--- config.mk ---
export PLATFORM = sky130hd
export DESIGN_NAME = cubic_bspline_segment_tessellator_top
export DESIGN_NICKNAME = d
export VERILOG_FILES = /design/src/sv/cbst_pkg.sv /design/src/sv/cbst_ctrl.sv /design/src/sv/cbst_dp.sv /design/src/sv/cubic_bspline_segment_tessellator_top.sv
export SDC_FILE = /design/constraint.sdc
export NUM_CORES = 2
export LEC_CHECK = 0
export BUFFER_PORTS_ARGS = -buffer_cell sky130_fd_sc_hd__buf_2
export CAP_MARGIN = 20
export CORE_MARGIN = 4
export CORE_UTILIZATION = 55
export CTS_CLUSTER_DIAMETER = 60
export DETAILED_ROUTE_END_ITERATION = 8
export HOLD_SLACK_MARGIN = 0.15
export PLACE_DENSITY = 0.75
export SKIP_CTS_REPAIR_TIMING = 1
export SLEW_MARGIN = 20
export SYNTH_ARGS = -nofsm -noshare
export SYNTH_HDL_FRONTEND = slang
export SYNTH_SLANG_ARGS = --single-unit
--- constraint.sdc ---
create_clock -name clk -period 12.3 [get_ports clk]
set_clock_uncertainty 0.15 [all_clocks]
set_input_delay 1.845 -clock clk [delete_from_list [all_inputs] [get_ports clk]]
set_output_delay 1.845 -clock clk [all_outputs]
set_load 0.005 [all_outputs]
--- src/sv/cbst_pkg.sv ---
// Shared types and constants for the cubic B-spline segment tessellator.
// No dependencies; used by cbst_ctrl, cbst_dp and the top level.
package cbst_pkg;

  localparam int COORD_BITS_D = 12;
  localparam int MAX_STEPS_D  = 64;
  localparam int FRAC_BITS_D  = 16;
  localparam int STEP_W       = 7;

  typedef enum logic [3:0] {
    OP_NONE,
    OP_LOAD,
    OP_HNORM,
    OP_SQRT,
    OP_DIV,
    OP_T2,
    OP_T3,
    OP_WGT,
    OP_MAC,
    OP_RND,
    OP_FIX,
    OP_NEXT
  } dp_op_t;

  typedef enum logic [3:0] {
    ST_IDLE,
    ST_HNORM,
    ST_SQRT,
    ST_DIV,
    ST_T2,
    ST_T3,
    ST_WGT,
    ST_MAC,
    ST_RND,
    ST_FIX,
    ST_NEXT
  } state_t;

  typedef struct packed {
    dp_op_t     op;
    logic [1:0] tap;
  } cmd_t;

  typedef struct packed {
    logic sqrt_done;
    logic div_done;
    logic seg_done;
  } status_t;

endpackage

--- src/sv/cbst_ctrl.sv ---
// Sequencing state machine of the tessellator.
// Depends on cbst_pkg; drives cbst_dp through cmd_t and reads status_t.
module cbst_ctrl (
  input  logic             clk,
  input  logic             rst_n,
  input  logic             start,
  output logic             busy,
  output cbst_pkg::cmd_t   cmd,
  input  cbst_pkg::status_t sts
);

  cbst_pkg::state_t state_r, state_nxt;
  logic [1:0] tap_r, tap_nxt;

  always_ff @(posedge clk) begin
    if (!rst_n) begin
      state_r <= cbst_pkg::ST_IDLE;
      tap_r   <= 2'd0;
    end else begin
      state_r <= state_nxt;
      tap_r   <= tap_nxt;
    end
  end

  always_comb begin
    state_nxt = state_r;
    tap_nxt   = tap_r;
    cmd.op    = cbst_pkg::OP_NONE;
    cmd.tap   = tap_r;
    busy      = (state_r != cbst_pkg::ST_IDLE);
    case (state_r)
      cbst_pkg::ST_IDLE: begin
        tap_nxt = 2'd0;
        if (start) begin
          cmd.op    = cbst_pkg::OP_LOAD;
          state_nxt = cbst_pkg::ST_HNORM;
        end
      end
      cbst_pkg::ST_HNORM: begin
        cmd.op    = cbst_pkg::OP_HNORM;
        state_nxt = cbst_pkg::ST_SQRT;
      end
      cbst_pkg::ST_SQRT: begin
        cmd.op = cbst_pkg::OP_SQRT;
        if (sts.sqrt_done) state_nxt = cbst_pkg::ST_DIV;
      end
      cbst_pkg::ST_DIV: begin
        cmd.op = cbst_pkg::OP_DIV;
        if (sts.div_done) state_nxt = cbst_pkg::ST_T2;
      end
      cbst_pkg::ST_T2: begin
        cmd.op    = cbst_pkg::OP_T2;
        state_nxt = cbst_pkg::ST_T3;
      end
      cbst_pkg::ST_T3: begin
        cmd.op    = cbst_pkg::OP_T3;
        state_nxt = cbst_pkg::ST_WGT;
      end
      cbst_pkg::ST_WGT: begin
        cmd.op    = cbst_pkg::OP_WGT;
        tap_nxt   = 2'd0;
        state_nxt = cbst_pkg::ST_MAC;
      end
      cbst_pkg::ST_MAC: begin
        cmd.op  = cbst_pkg::OP_MAC;
        tap_nxt = tap_r + 2'd1;
        if (tap_r == 2'd3) state_nxt = cbst_pkg::ST_RND;
      end
      cbst_pkg::ST_RND: begin
        cmd.op    = cbst_pkg::OP_RND;
        state_nxt = cbst_pkg::ST_FIX;
      end
      cbst_pkg::ST_FIX: begin
        cmd.op    = cbst_pkg::OP_FIX;
        state_nxt = cbst_pkg::ST_NEXT;
      end
      cbst_pkg::ST_NEXT: begin
        cmd.op    = cbst_pkg::OP_NEXT;
        state_nxt = sts.seg_done ? cbst_pkg::ST_IDLE : cbst_pkg::ST_T2;
      end
      default: begin
        state_nxt = cbst_pkg::ST_IDLE;
      end
    endcase
  end

endmodule

--- src/sv/cbst_dp.sv ---
// Datapath: curvature norm, step count search, S/n divider, basis blend and rounding.
// Depends on cbst_pkg; commanded by cbst_ctrl.
module cbst_dp #(
  parameter int COORD_BITS = cbst_pkg::COORD_BITS_D,
  parameter int MAX_STEPS  = cbst_pkg::MAX_STEPS_D,
  parameter int FRAC_BITS  = cbst_pkg::FRAC_BITS_D
) (
  input  logic                          clk,
  input  logic                          rst_n,
  input  cbst_pkg::cmd_t                cmd,
  output cbst_pkg::status_t             sts,
  input  logic signed [COORD_BITS-1:0]  in_p0_x,
  input  logic signed [COORD_BITS-1:0]  in_p0_y,
  input  logic signed [COORD_BITS-1:0]  in_p1_x,
  input  logic signed [COORD_BITS-1:0]  in_p1_y,
  input  logic signed [COORD_BITS-1:0]  in_p2_x,
  input  logic signed [COORD_BITS-1:0]  in_p2_y,
  input  logic signed [COORD_BITS-1:0]  in_p3_x,
  input  logic signed [COORD_BITS-1:0]  in_p3_y,
  output logic                          out_valid,
  output logic signed [COORD_BITS-1:0]  out_from_x,
  output logic signed [COORD_BITS-1:0]  out_from_y,
  output logic signed [COORD_BITS-1:0]  out_to_x,
  output logic signed [COORD_BITS-1:0]  out_to_y,
  output logic [cbst_pkg::STEP_W-1:0]   out_step_index,
  output logic [cbst_pkg::STEP_W-1:0]   out_step_count,
  output logic                          out_clamped,
  output logic                          out_last_piece
);

  localparam int C    = COORD_BITS;
  localparam int F    = FRAC_BITS;
  localparam int SW   = cbst_pkg::STEP_W;
  localparam int VW   = C + 5;
  localparam int CMPW = (VW > 2 * SW) ? VW : 2 * SW;
  localparam int CW   = $clog2(F + 1);
  localparam int WW   = F + 4;
  localparam int AW   = F + C + 6;
  localparam int YW   = C + 4;
  localparam int K    = C + 6;
  localparam int QW   = YW - 1;
  localparam logic [K-2:0]         RECIP   = (K-1)'((1 << K) / 3);
  localparam logic signed [WW-1:0] ONE_S   = WW'(1) << F;
  localparam logic signed [AW-1:0] RND_OFF = AW'(3) << F;
  localparam logic [YW-1:0]        Y_OFF   = YW'(3) << (C + 1);
  localparam logic signed [C+4:0]  Q_OFF   = (C+5)'(1) << (C + 1);
  localparam logic signed [C+4:0]  PT_MAX  = (C+5)'((1 << (C - 1)) - 1);
  localparam logic signed [C+4:0]  PT_MIN  = -((C+5)'(1) << (C - 1));

  logic signed [C-1:0]  c_r   [2][4];
  logic [VW-1:0]        v_r;
  logic [SW-1:0]        r_r;
  logic [SW-1:0]        n_r;
  logic                 clamp_r;
  logic [SW-1:0]        rem_r;
  logic [F:0]           qs_r;
  logic [CW-1:0]        div_cnt_r;
  logic [F:0]           t_r, t2_r, t3_r;
  logic [SW-1:0]        trem_r;
  logic [SW-1:0]        k_r;
  logic signed [WW-1:0] w_r   [4];
  logic signed [AW-1:0] acc_r [2];
  logic [YW-1:0]        y_r   [2];
  logic [QW-1:0]        q0_r  [2];
  logic signed [C-1:0]  cur_r [2];
  logic signed [C-1:0]  prev_r[2];
  logic                 out_valid_r;

  // curvature norm
  logic signed [C+2:0] d0 [2], d1 [2];
  logic [C+1:0]        a0 [2], a1 [2];
  logic [C+2:0]        h0, h1, hmax;
  logic [VW-1:0]       v_nxt;

  always_comb begin
    for (int a = 0; a < 2; a++) begin
      d0[a] = (C+3)'(c_r[a][0]) - ((C+3)'(c_r[a][1]) <<< 1) + (C+3)'(c_r[a][2]);
      d1[a] = (C+3)'(c_r[a][1]) - ((C+3)'(c_r[a][2]) <<< 1) + (C+3)'(c_r[a][3]);
      a0[a] = (d0[a] < 0) ? (C+2)'(-d0[a]) : (C+2)'(d0[a]);
      a1[a] = (d1[a] < 0) ? (C+2)'(-d1[a]) : (C+2)'(d1[a]);
    end
    h0    = (C+3)'(a0[0]) + (C+3)'(a0[1]);
    h1    = (C+3)'(a1[0]) + (C+3)'(a1[1]);
    hmax  = (h0 > h1) ? h0 : h1;
    v_nxt = VW'(hmax) + (VW'(hmax) << 1);
  end

  // step count search: smallest r with r*r >= 3H
  logic [2*SW-1:0] sq;
  logic            sq_ok;
  assign sq    = r_r * r_r;
  assign sq_ok = CMPW'(sq) >= CMPW'(v_r);

  // restoring divider for S / n
  logic [SW:0]   rem_sh;
  logic          q_bit;
  logic [SW:0]   rem_sub;
  assign rem_sh  = {rem_r, (div_cnt_r == CW'(F))};
  assign q_bit   = rem_sh >= {1'b0, n_r};
  assign rem_sub = rem_sh - {1'b0, n_r};

  // parameter advance
  logic [F:0]  t_sum;
  logic [SW:0] trem_sum;
  logic [SW:0] trem_wrap;
  logic        t_carry;
  assign t_sum     = t_r + qs_r;
  assign trem_sum  = {1'b0, trem_r} + {1'b0, rem_r};
  assign trem_wrap = trem_sum - {1'b0, n_r};
  assign t_carry   = trem_sum >= {1'b0, n_r};

  // shared power multiplier
  logic [F:0]       mul_a;
  logic [2*F+1:0]   pt;
  assign mul_a = (cmd.op == cbst_pkg::OP_T3) ? t2_r : t_r;
  assign pt    = mul_a * t_r;

  // basis weights
  logic signed [WW-1:0] ts, t2s, t3s;
  logic signed [WW-1:0] w_nxt [4];
  always_comb begin
    ts  = $signed(WW'(t_r));
    t2s = $signed(WW'(t2_r));
    t3s = $signed(WW'(t3_r));
    w_nxt[0] = ONE_S - ((ts <<< 1) + ts) + ((t2s <<< 1) + t2s) - t3s;
    w_nxt[1] = ((t3s <<< 1) + t3s) - ((t2s <<< 2) + (t2s <<< 1)) + (ONE_S <<< 2);
    w_nxt[2] = ((t2s <<< 1) + t2s) - ((t3s <<< 1) + t3s) + ((ts <<< 1) + ts) + ONE_S;
    w_nxt[3] = t3s;
  end

  // blend, rounding, divide by three, saturation
  logic signed [WW+C-1:0] mprod [2];
  logic signed [AW-1:0]   sh    [2];
  logic [YW-1:0]          y_nxt [2];
  logic [YW+K-2:0]        qp    [2];
  logic [YW-1:0]          rr    [2];
  logic [QW-1:0]          qf    [2];
  logic signed [C+4:0]    qv    [2];
  logic signed [C-1:0]    pt_nxt[2];

  always_comb begin
    for (int a = 0; a < 2; a++) begin
      mprod[a] = w_r[cmd.tap] * c_r[a][cmd.tap];
      sh[a]    = (acc_r[a] + RND_OFF) >>> (F + 1);
      y_nxt[a] = sh[a][YW-1:0] + Y_OFF;
      qp[a]    = y_nxt[a] * RECIP;
      rr[a]    = y_r[a] - ((YW'(q0_r[a]) << 1) + YW'(q0_r[a]));
      qf[a]    = (rr[a] >= YW'(3)) ? q0_r[a] + QW'(1) : q0_r[a];
      qv[a]    = $signed((C+5)'(qf[a])) - Q_OFF;
      if (qv[a] > PT_MAX)      pt_nxt[a] = PT_MAX[C-1:0];
      else if (qv[a] < PT_MIN) pt_nxt[a] = PT_MIN[C-1:0];
      else                     pt_nxt[a] = qv[a][C-1:0];
    end
  end

  assign sts.sqrt_done = sq_ok || (r_r == SW'(MAX_STEPS - 1));
  assign sts.div_done  = (div_cnt_r == CW'(0));
  assign sts.seg_done  = (k_r == n_r);

  always_ff @(posedge clk) begin
    if (!rst_n) begin
      out_valid_r <= 1'b0;
    end else begin
      out_valid_r <= (cmd.op == cbst_pkg::OP_NEXT) && (k_r != SW'(0));
    end
  end

  always_ff @(posedge clk) begin
    case (cmd.op)
      cbst_pkg::OP_LOAD: begin
        c_r[0][0] <= in_p0_x;
        c_r[1][0] <= in_p0_y;
        c_r[0][1] <= in_p1_x;
        c_r[1][1] <= in_p1_y;
        c_r[0][2] <= in_p2_x;
        c_r[1][2] <= in_p2_y;
        c_r[0][3] <= in_p3_x;
        c_r[1][3] <= in_p3_y;
      end
      cbst_pkg::OP_HNORM: begin
        v_r <= v_nxt;
        r_r <= '0;
      end
      cbst_pkg::OP_SQRT: begin
        r_r <= r_r + SW'(1);
        if (sq_ok) begin
          n_r     <= r_r + SW'(1);
          clamp_r <= 1'b0;
        end else begin
          n_r     <= SW'(MAX_STEPS);
          clamp_r <= 1'b1;
        end
        rem_r     <= '0;
        qs_r      <= '0;
        div_cnt_r <= CW'(F);
      end
      cbst_pkg::OP_DIV: begin
        rem_r <= q_bit ? rem_sub[SW-1:0] : rem_sh[SW-1:0];
        qs_r  <= {qs_r[F-1:0], q_bit};
        if (div_cnt_r != CW'(0)) begin
          div_cnt_r <= div_cnt_r - CW'(1);
        end else begin
          t_r    <= '0;
          trem_r <= n_r >> 1;
          k_r    <= '0;
        end
      end
      cbst_pkg::OP_T2: t2_r <= pt[2*F:F];
      cbst_pkg::OP_T3: t3_r <= pt[2*F:F];
      cbst_pkg::OP_WGT: begin
        for (int j = 0; j < 4; j++) w_r[j] <= w_nxt[j];
      end
      cbst_pkg::OP_MAC: begin
        for (int a = 0; a < 2; a++) begin
          if (cmd.tap == 2'd0) acc_r[a] <= AW'(mprod[a]);
          else                 acc_r[a] <= acc_r[a] + AW'(mprod[a]);
        end
      end
      cbst_pkg::OP_RND: begin
        for (int a = 0; a < 2; a++) begin
          y_r[a]  <= y_nxt[a];
          q0_r[a] <= qp[a][YW+K-2:K];
        end
      end
      cbst_pkg::OP_FIX: begin
        for (int a = 0; a < 2; a++) cur_r[a] <= pt_nxt[a];
      end
      cbst_pkg::OP_NEXT: begin
        for (int a = 0; a < 2; a++) prev_r[a] <= cur_r[a];
        if (k_r != SW'(0)) begin
          out_from_x     <= prev_r[0];
          out_from_y     <= prev_r[1];
          out_to_x       <= cur_r[0];
          out_to_y       <= cur_r[1];
          out_step_index <= k_r;
          out_step_count <= n_r;
          out_clamped    <= clamp_r;
          out_last_piece <= (k_r == n_r);
        end
        if (k_r != n_r) begin
          k_r    <= k_r + SW'(1);
          t_r    <= t_sum + (F+1)'(t_carry);
          trem_r <= t_carry ? trem_wrap[SW-1:0] : trem_sum[SW-1:0];
        end
      end
      default: begin
      end
    endcase
  end

  assign out_valid = out_valid_r;

endmodule

--- src/sv/cubic_bspline_segment_tessellator_top.sv ---
// Top level of the uniform cubic B-spline segment tessellator.
// Depends on cbst_pkg, cbst_ctrl and cbst_dp.
//
// One item (four control points) is taken when start is high and busy is low. The block
// then emits n line pieces, one per out_valid pulse; the receiver cannot stall them, so
// out_valid must be sampled every cycle. An item goes through setup (load and curvature
// norm), the step count search, which tries one candidate at a time (n candidates, at most
// MAX_STEPS), the bit-serial S/n divider for FRAC_BITS+1 quotient bits, and then n+1 curve
// points on the shared multiply-accumulate datapath, each through T2, T3, WGT, one MAC per
// control point, RND, FIX and NEXT. busy falls right after the last piece is issued.
module cubic_bspline_segment_tessellator_top #(
  parameter int COORD_BITS = cbst_pkg::COORD_BITS_D,
  parameter int MAX_STEPS  = cbst_pkg::MAX_STEPS_D,
  parameter int FRAC_BITS  = cbst_pkg::FRAC_BITS_D
) (
  input  logic                          clk,
  input  logic                          rst_n,
  input  logic                          start,
  output logic                          busy,
  input  logic signed [COORD_BITS-1:0]  in_p0_x,
  input  logic signed [COORD_BITS-1:0]  in_p0_y,
  input  logic signed [COORD_BITS-1:0]  in_p1_x,
  input  logic signed [COORD_BITS-1:0]  in_p1_y,
  input  logic signed [COORD_BITS-1:0]  in_p2_x,
  input  logic signed [COORD_BITS-1:0]  in_p2_y,
  input  logic signed [COORD_BITS-1:0]  in_p3_x,
  input  logic signed [COORD_BITS-1:0]  in_p3_y,
  output logic                          out_valid,
  output logic signed [COORD_BITS-1:0]  out_from_x,
  output logic signed [COORD_BITS-1:0]  out_from_y,
  output logic signed [COORD_BITS-1:0]  out_to_x,
  output logic signed [COORD_BITS-1:0]  out_to_y,
  output logic [cbst_pkg::STEP_W-1:0]   out_step_index,
  output logic [cbst_pkg::STEP_W-1:0]   out_step_count,
  output logic                          out_clamped,
  output logic                          out_last_piece
);

  cbst_pkg::cmd_t    cmd;
  cbst_pkg::status_t sts;

  cbst_ctrl u_ctrl (
    .clk   (clk),
    .rst_n (rst_n),
    .start (start),
    .busy  (busy),
    .cmd   (cmd),
    .sts   (sts)
  );

  cbst_dp #(
    .COORD_BITS (COORD_BITS),
    .MAX_STEPS  (MAX_STEPS),
    .FRAC_BITS  (FRAC_BITS)
  ) u_dp (
    .clk            (clk),
    .rst_n          (rst_n),
    .cmd            (cmd),
    .sts            (sts),
    .in_p0_x        (in_p0_x),
    .in_p0_y        (in_p0_y),
    .in_p1_x        (in_p1_x),
    .in_p1_y        (in_p1_y),
    .in_p2_x        (in_p2_x),
    .in_p2_y        (in_p2_y),
    .in_p3_x        (in_p3_x),
    .in_p3_y        (in_p3_y),
    .out_valid      (out_valid),
    .out_from_x     (out_from_x),
    .out_from_y     (out_from_y),
    .out_to_x       (out_to_x),
    .out_to_y       (out_to_y),
    .out_step_index (out_step_index),
    .out_step_count (out_step_count),
    .out_clamped    (out_clamped),
    .out_last_piece (out_last_piece)
  );

endmodule
# --- Word level (Yosys, flattened, before mapping) ---
# Memories as Yosys holds them, arrays and structs flattened. A register that Yosys moved wholly into a read port is not among the register bits.
# Cells that the tools add are included.
totals:
  regBits: 173
  latch_bits: 0
  ram_bits: 354
  rom_bits: 0
  inputBits: 99
  out_inout_bits: 66
  word_cells: 216
  mem_count: 7
memory_table:
  columns: ["name", "depth", "word_bits", "read_ports", "rd_clocked_by_memory_dff", "wr", "line", "text"]
  rows:
  - ["u_dp.c_r", 2, 48, 2, 0, 2, "cbst_dp.sv:50", "logic signed [C-1:0] c_r [2][4];"]
  - ["u_dp.w_r", 4, 20, 1, 1, 4, "cbst_dp.sv:61", "logic signed [WW-1:0] w_r [4];"]
  - ["u_dp.acc_r", 2, 34, 2, 0, 2, "cbst_dp.sv:62", "logic signed [AW-1:0] acc_r [2];"]
  - ["u_dp.y_r", 2, 16, 2, 0, 2, "cbst_dp.sv:63", "logic [YW-1:0] y_r [2];"]
  - ["u_dp.q0_r", 2, 15, 2, 0, 2, "cbst_dp.sv:64", "logic [QW-1:0] q0_r [2];"]
  - ["u_dp.cur_r", 2, 12, 2, 0, 2, "cbst_dp.sv:65", "logic signed [C-1:0] cur_r [2];"]
  - ["+1 memories", null, null, null, null, null, null, null]
classes:
  n_addsub: 50
  n_mul: 6
  div_mod_pow: 0
  magnitude_cmp: 15
  eq_ne: 33
  shifts: 0
  n_mux: 64
  bitwise_logic: 3
  n_reduce_logical: 17
op_table:
  columns: ["operator", "n"]
  rows:
  - ["two-way mux 12 bit", 8]
  - ["case mux 4 bit (11 select lines)", 2]
  - ["adder 34 x 32 -> 34 bit", 2]
  - ["two-way mux 34 bit", 2]
  - ["case mux 17 bit (2 select lines)", 2]
  - ["adder 33 x 19 -> 33 bit, second input constant", 2]
  - ["multiplier 16 x 17 -> 33 bit, second input constant", 2]
  - ["multiplier 20 x 12 -> 32 bit", 2]
  - ["adder 14 x 12 -> 15 bit", 4]
  - ["less-than comparator 15 x 1 -> 1 bit, second input constant", 4]
  - ["adder 18 x 17 -> 19 bit", 3]
  - ["two-way mux 14 bit", 4]
  - ["negation 14 bit", 4]
  - ["case mux 7 bit (2 select lines)", 4]
  - ["subtractor 12 x 13 -> 14 bit", 4]
  - ["two-way mux 17 bit", 3]
  - ["binary-select mux 12 bit (select 2 bit)", 2]
  - ["two-way mux 15 bit", 3]
  - ["two-way mux 7 bit", 6]
  - ["adder 20 bit", 2]
  - ["subtractor 20 bit", 2]
  - ["greater-than comparator 17 x 12 -> 1 bit, second input constant", 2]
  - ["less-than comparator 17 x 12 -> 1 bit, second input constant", 2]
  - ["multiplier 17 x 17 -> 33 bit", 1]
  - ["58 further kinds", 116]

# --- Logic depth before layout (Yosys ltp) ---
# An unclocked memory read counts as a cell.
depth:
  word_depth: 9
  depth_mapped: 58
  ltp_nobuf: 54

# --- Hierarchy ---
# Synthesis repeated with hierarchy kept, for this count alone.
hier_totals:
  cells_unflattened: 7673
  area_unflattened_um2: 74337.5
by_module_without_submodules:
  columns: ["module", "n_inst", "cells_per_inst", "area_per_inst_um2", "seq_area_each_um2"]
  rows:
  - ["cbst_dp", 1, 7612, 73859.6, 16145.5]
  - ["cbst_ctrl", 1, 61, 478.0, 120.1]

# --- Worst setup path before layout ---
# No wires, ideal clock.
synth_path:
  kind: "reg2reg"
  startpoint: "memory u_dp.c_r[0][13] (netlist bit)"
  endpoint: "register u_dp.v_r[14], data pin"
  setup_time_ns: 0.265
  t_arrival_ns: 10.380
  required_ns: 11.885
  slack_ns: 1.505
  stages_incl_launch_ff: 57
  n_path_buf: 4
  synth_period_minus_slack_ns: 10.795
  path_cell_list: "edfxtp_1 fa_1 inv_1 ha_1 nor2b_1 o21ai_0 a21boi_0 o21ai_0 a21boi_0 o21ai_0 a21boi_0 o21ai_0 a21boi_0 o21a_1 o21ai_0 a31oi_1 clkbuf_1 mux2i_1 [... 21 more ...] buf_1 buf_2 nor2_1 a21oi_1 ha_1 a21o_1 a21oi_1 nand2_1 nand2_1 mux2i_1 a21oi_1 mux2i_1 o21a_1 nor2_1 nor2_1 o221a_2 o41ai_2 xnor2_1"
synth_rtl:
  columns: ["element", "line", "text"]
  rows:
  - ["from (decl)", "cbst_dp.sv:50", null]
  - ["to (signal assigned)", "cbst_dp.sv:181", "v_r <= v_nxt;"]
  - ["to (decl)", "cbst_dp.sv:51", "logic [VW-1:0] v_r;"]

==> results by group <==
Critical path
  • Critical path launch point type: register
  • Stages on the worst setup path: 52
  • Crit path max fanout: 14
  • Cell mode on critical path: o21ai_0
  • CP required: 12.56 ns
  • Worst Path Buf+Inv: 4
  • Crit path max-delay cell type: fa_1
  • Worst reg2reg path depth: 52
  • Largest delay share family, worst path: compound AO/OA/AOI/OAI gates
  • CP Class: register to register
  • Crit path DAT: 11.52 ns
  • Crit-path max cell delay: 0.49 ns
  • Critical Path Sink Type: register

Layout
  • Final net count: 9,696
  • Area growth from synthesis to layout: 7.669%
  • Layout fillers: 11,050
  • Share of cells above drive strength 1: 0.06340

Floorplan
  • Initial Util: 0.5542
  • I/O pins: 165
  • Die H: 374.7 um
  • Core area: 0.1335 sq mm
  • Die Span X: 374.7 um
  • Die area: 0.1404 sq mm
  • Row Count: 134

GRT
  • GRT Resource Usage Total: 0.2523
  • Number of global-route vias before repair: 56,160
  • Grt met1 use: 0.3259
  • Most used routing layer: met2
  • Initial antenna violation count: 2
  • Total grt overflow: 0
  • Pin count of the biggest net entering global routing: 76
  • Global-route met3 utilization: 0.03731
  • Met2 Use GR: 0.4337
  • First-pass GRT wire length: 287,800 um

Synthesis
  • Area contributors post-synth: fa_1 25%, edfxtp_1 22%, ha_1 16%, inv_1 7.4%, xnor2_1 4.8%
  • Netlist Area Pre-Place: 0.07396 sq mm
  • Ys flop type: edfxtp_1
  • Synthesis Warnings: 0
  • Synth cell types: 82
  • Async set-reset flop share out of synthesis: 0
  • Area share of and/or/nand/nor cells after synthesis: 0.1113
  • Average size of a mapped cell: 9.707 sq um
  • Post-synthesis mux area share: 0.01746
  • Sequential area share after synthesis: 0.2205
  • Post-synthesis compound-gate area fraction: 0.09698
  • Top cell types by occurrence after synthesis: 1,465 x inv_1, 934 x fa_1, 919 x ha_1
  • Synthesized instance count: 7,619
  • Xor and xnor area share after synthesis: 0.06082
  • Area leader, netlist: fa_1
  • Largest family of logic cells by synthesized area: adder cells
  • Mapped Nets: 9,571
  • Post-synth top area share: 0.2528
  • Most frequent cell after synthesis: inv_1
  • EDFF count, synth: 537
  • Post-synthesis adder-cell area fraction: 0.4084
  • Flops & latches, synth: 546

Clock network
  • Clk buf depth: 3
  • H-tree levels: 3
  • CTS clk-pin slew, worst paths: 0.06 ns
  • CTS tree: done
  • CTS Root Buffer Type: clkbuf_16
  • Total CTS buffers: 78
  • CTS Sinks: 546
  • Clk Latency, worst-skew pair: 0.71 ns

Drt
  • Routed wire length: 174,800 um
  • Vias per cell: 5.563
  • Iteration-0 DRC Markers: 3,701
  • Via count: 53,280
  • DRC violations left: 0
  • Initial DRT Pass Iterations: 6
  • Avg WL per Cell: 18.26 um
  • Number of nets with antenna violations after routing: 0

STA
  • TNS Setup: 0 ns
  • Fin crit share: 0.9151
  • Worst slew pin tran: 1.161 ns
  • Fmax: 0.08884 GHz
  • Unrepaired setup endpoints after global routing: false
  • Hold violation count in the final report: 0
  • Final min period: 11.26 ns
  • Slew HR: 0.2209
  • # setup viols final: 0
  • Final Max Tran Viols: 0

Place
  • Routability cong.: 0.9196
  • Dpl hpwl: 140,900 um
  • Number of I/O port buffers: 164

Min path
  • HP Class: register to register
  • Worst Hold Path Cells: 0

Run
  • Number of max-cap violations: 0

Outcome
  • Outcome: finished clean
flip-flops by register name (all words and copies together) (netlist names), 17 cells and up, named ones only:
register and count:
u_dp.acc_r 66, u_dp.c_r 96, u_dp.cur_r 24, u_dp.prev_r 24, u_dp.q0_r 30, u_dp.qs_r 17
u_dp.t2_r 17, u_dp.t3_r 17, u_dp.t_r 17, u_dp.v_r 17, u_dp.w_r 75, u_dp.y_r 32
through the flow:
stage / setup slack, ns / cell area [sq um] / cells / utilization / hold WS, ns
global placement: 0.8934 / 76890 / 9432 / 0.5761 / 0.2516
CTS: 0.6267 / 79580 / 9575 / 0.5963 / 0.2693
detailed placement: 0.6941 / 76900 / 9432 / 0.5762 / 0.2545
finish: 1.044 / 79630 / 9576 / 0.5966 / 0.2703
floorplan: 1.505 / 73960 / 7619 / - / 0.2503
global route: 0.05703 / 79630 / 9575 / 0.5966 / 0.2744
placed cells by master (no fill, tap or decap), types with 80 or more instances in the layout:
| cell type | Yosys | layout |
|---|---|---|
| a21o_1 | 115 | 115 |
| a21oi_1 | 332 | 330 |
| and2_1 | 163 | 163 |
| buf_2 | 4 | 164 |
| edfxtp_1 | 537 | 537 |
| fa_1 | 934 | 934 |
| ha_1 | 919 | 919 |
| inv_1 | 1465 | 1464 |
| nand2_1 | 811 | 810 |
| nand3_1 | 87 | 87 |
| nor2_1 | 417 | 414 |
| o21a_1 | 80 | 80 |
| o21ai_0 | 226 | 224 |
| o21bai_1 | 111 | 111 |
| xnor2_1 | 404 | 404 |
| xor2_1 | 107 | 107 |
per-layer routing:
metal / share of wire / vias up
li1: - / 25000
met1: 0.41 / 26320
met2: 0.49 / 1589
met3: 0.061 / 368
met4: 0.037 / 0
met5: 0 / -
final timing paths:
kind / startpoint / to / slack, ns
hold reg to reg: u_dp.prev_r[0][6]$_DFFE_PP_ / out_from_x[6]$_DFFE_PP_ / 0.27
setup reg to reg: u_dp.c_r[0][74]$_DFFE_PN_ / u_dp.v_r[15]$_DFFE_PP_ / 1.04
hold / removal: u_dp.prev_r[0][6]$_DFFE_PP_ / out_from_x[6]$_DFFE_PP_ / 0.27
setup / recovery: u_dp.c_r[0][74]$_DFFE_PN_ / u_dp.v_r[15]$_DFFE_PP_ / 1.04
worst reg2reg max path: cells and delay by family, from the launching register on:
kind | cells | cell delay (ns)
compound gates | 35 | 6.55
mux | 2 | 0.61
flops | 1 | 0.42
buf+inv | 4 | 0.43
fa+ha+maj | 6 | 2.16
xor+xnor | 2 | 0.27
simple gates | 3 | 0.39
area by class of cell:
class	count	area (sq um)	share of cell area
antenna	1	2.502	0.00003143
clock buffer	88	1999	0.02511
clock inverter	55	673.1	0.008454
inverter	1466	5503	0.06911
multi-input combinational	5415	51560	0.6475
sequential	546	16310	0.2048
tap	1768	2212	0.02778
timing repair buffer	237	1369	0.01719
cell families after synthesis:
group	count (synthesis)
adder cells (fa/ha/maj)	1854
AND/OR/NAND/NOR	1822
buffers and inverters	1658
AO/OA/AOI/OAI	1135
flip-flops	546
XOR/XNOR	512
multiplexers	92
Power is not shown: default switching activity piles up to over one toggle a cycle in this logic, so the estimate is an artifact.
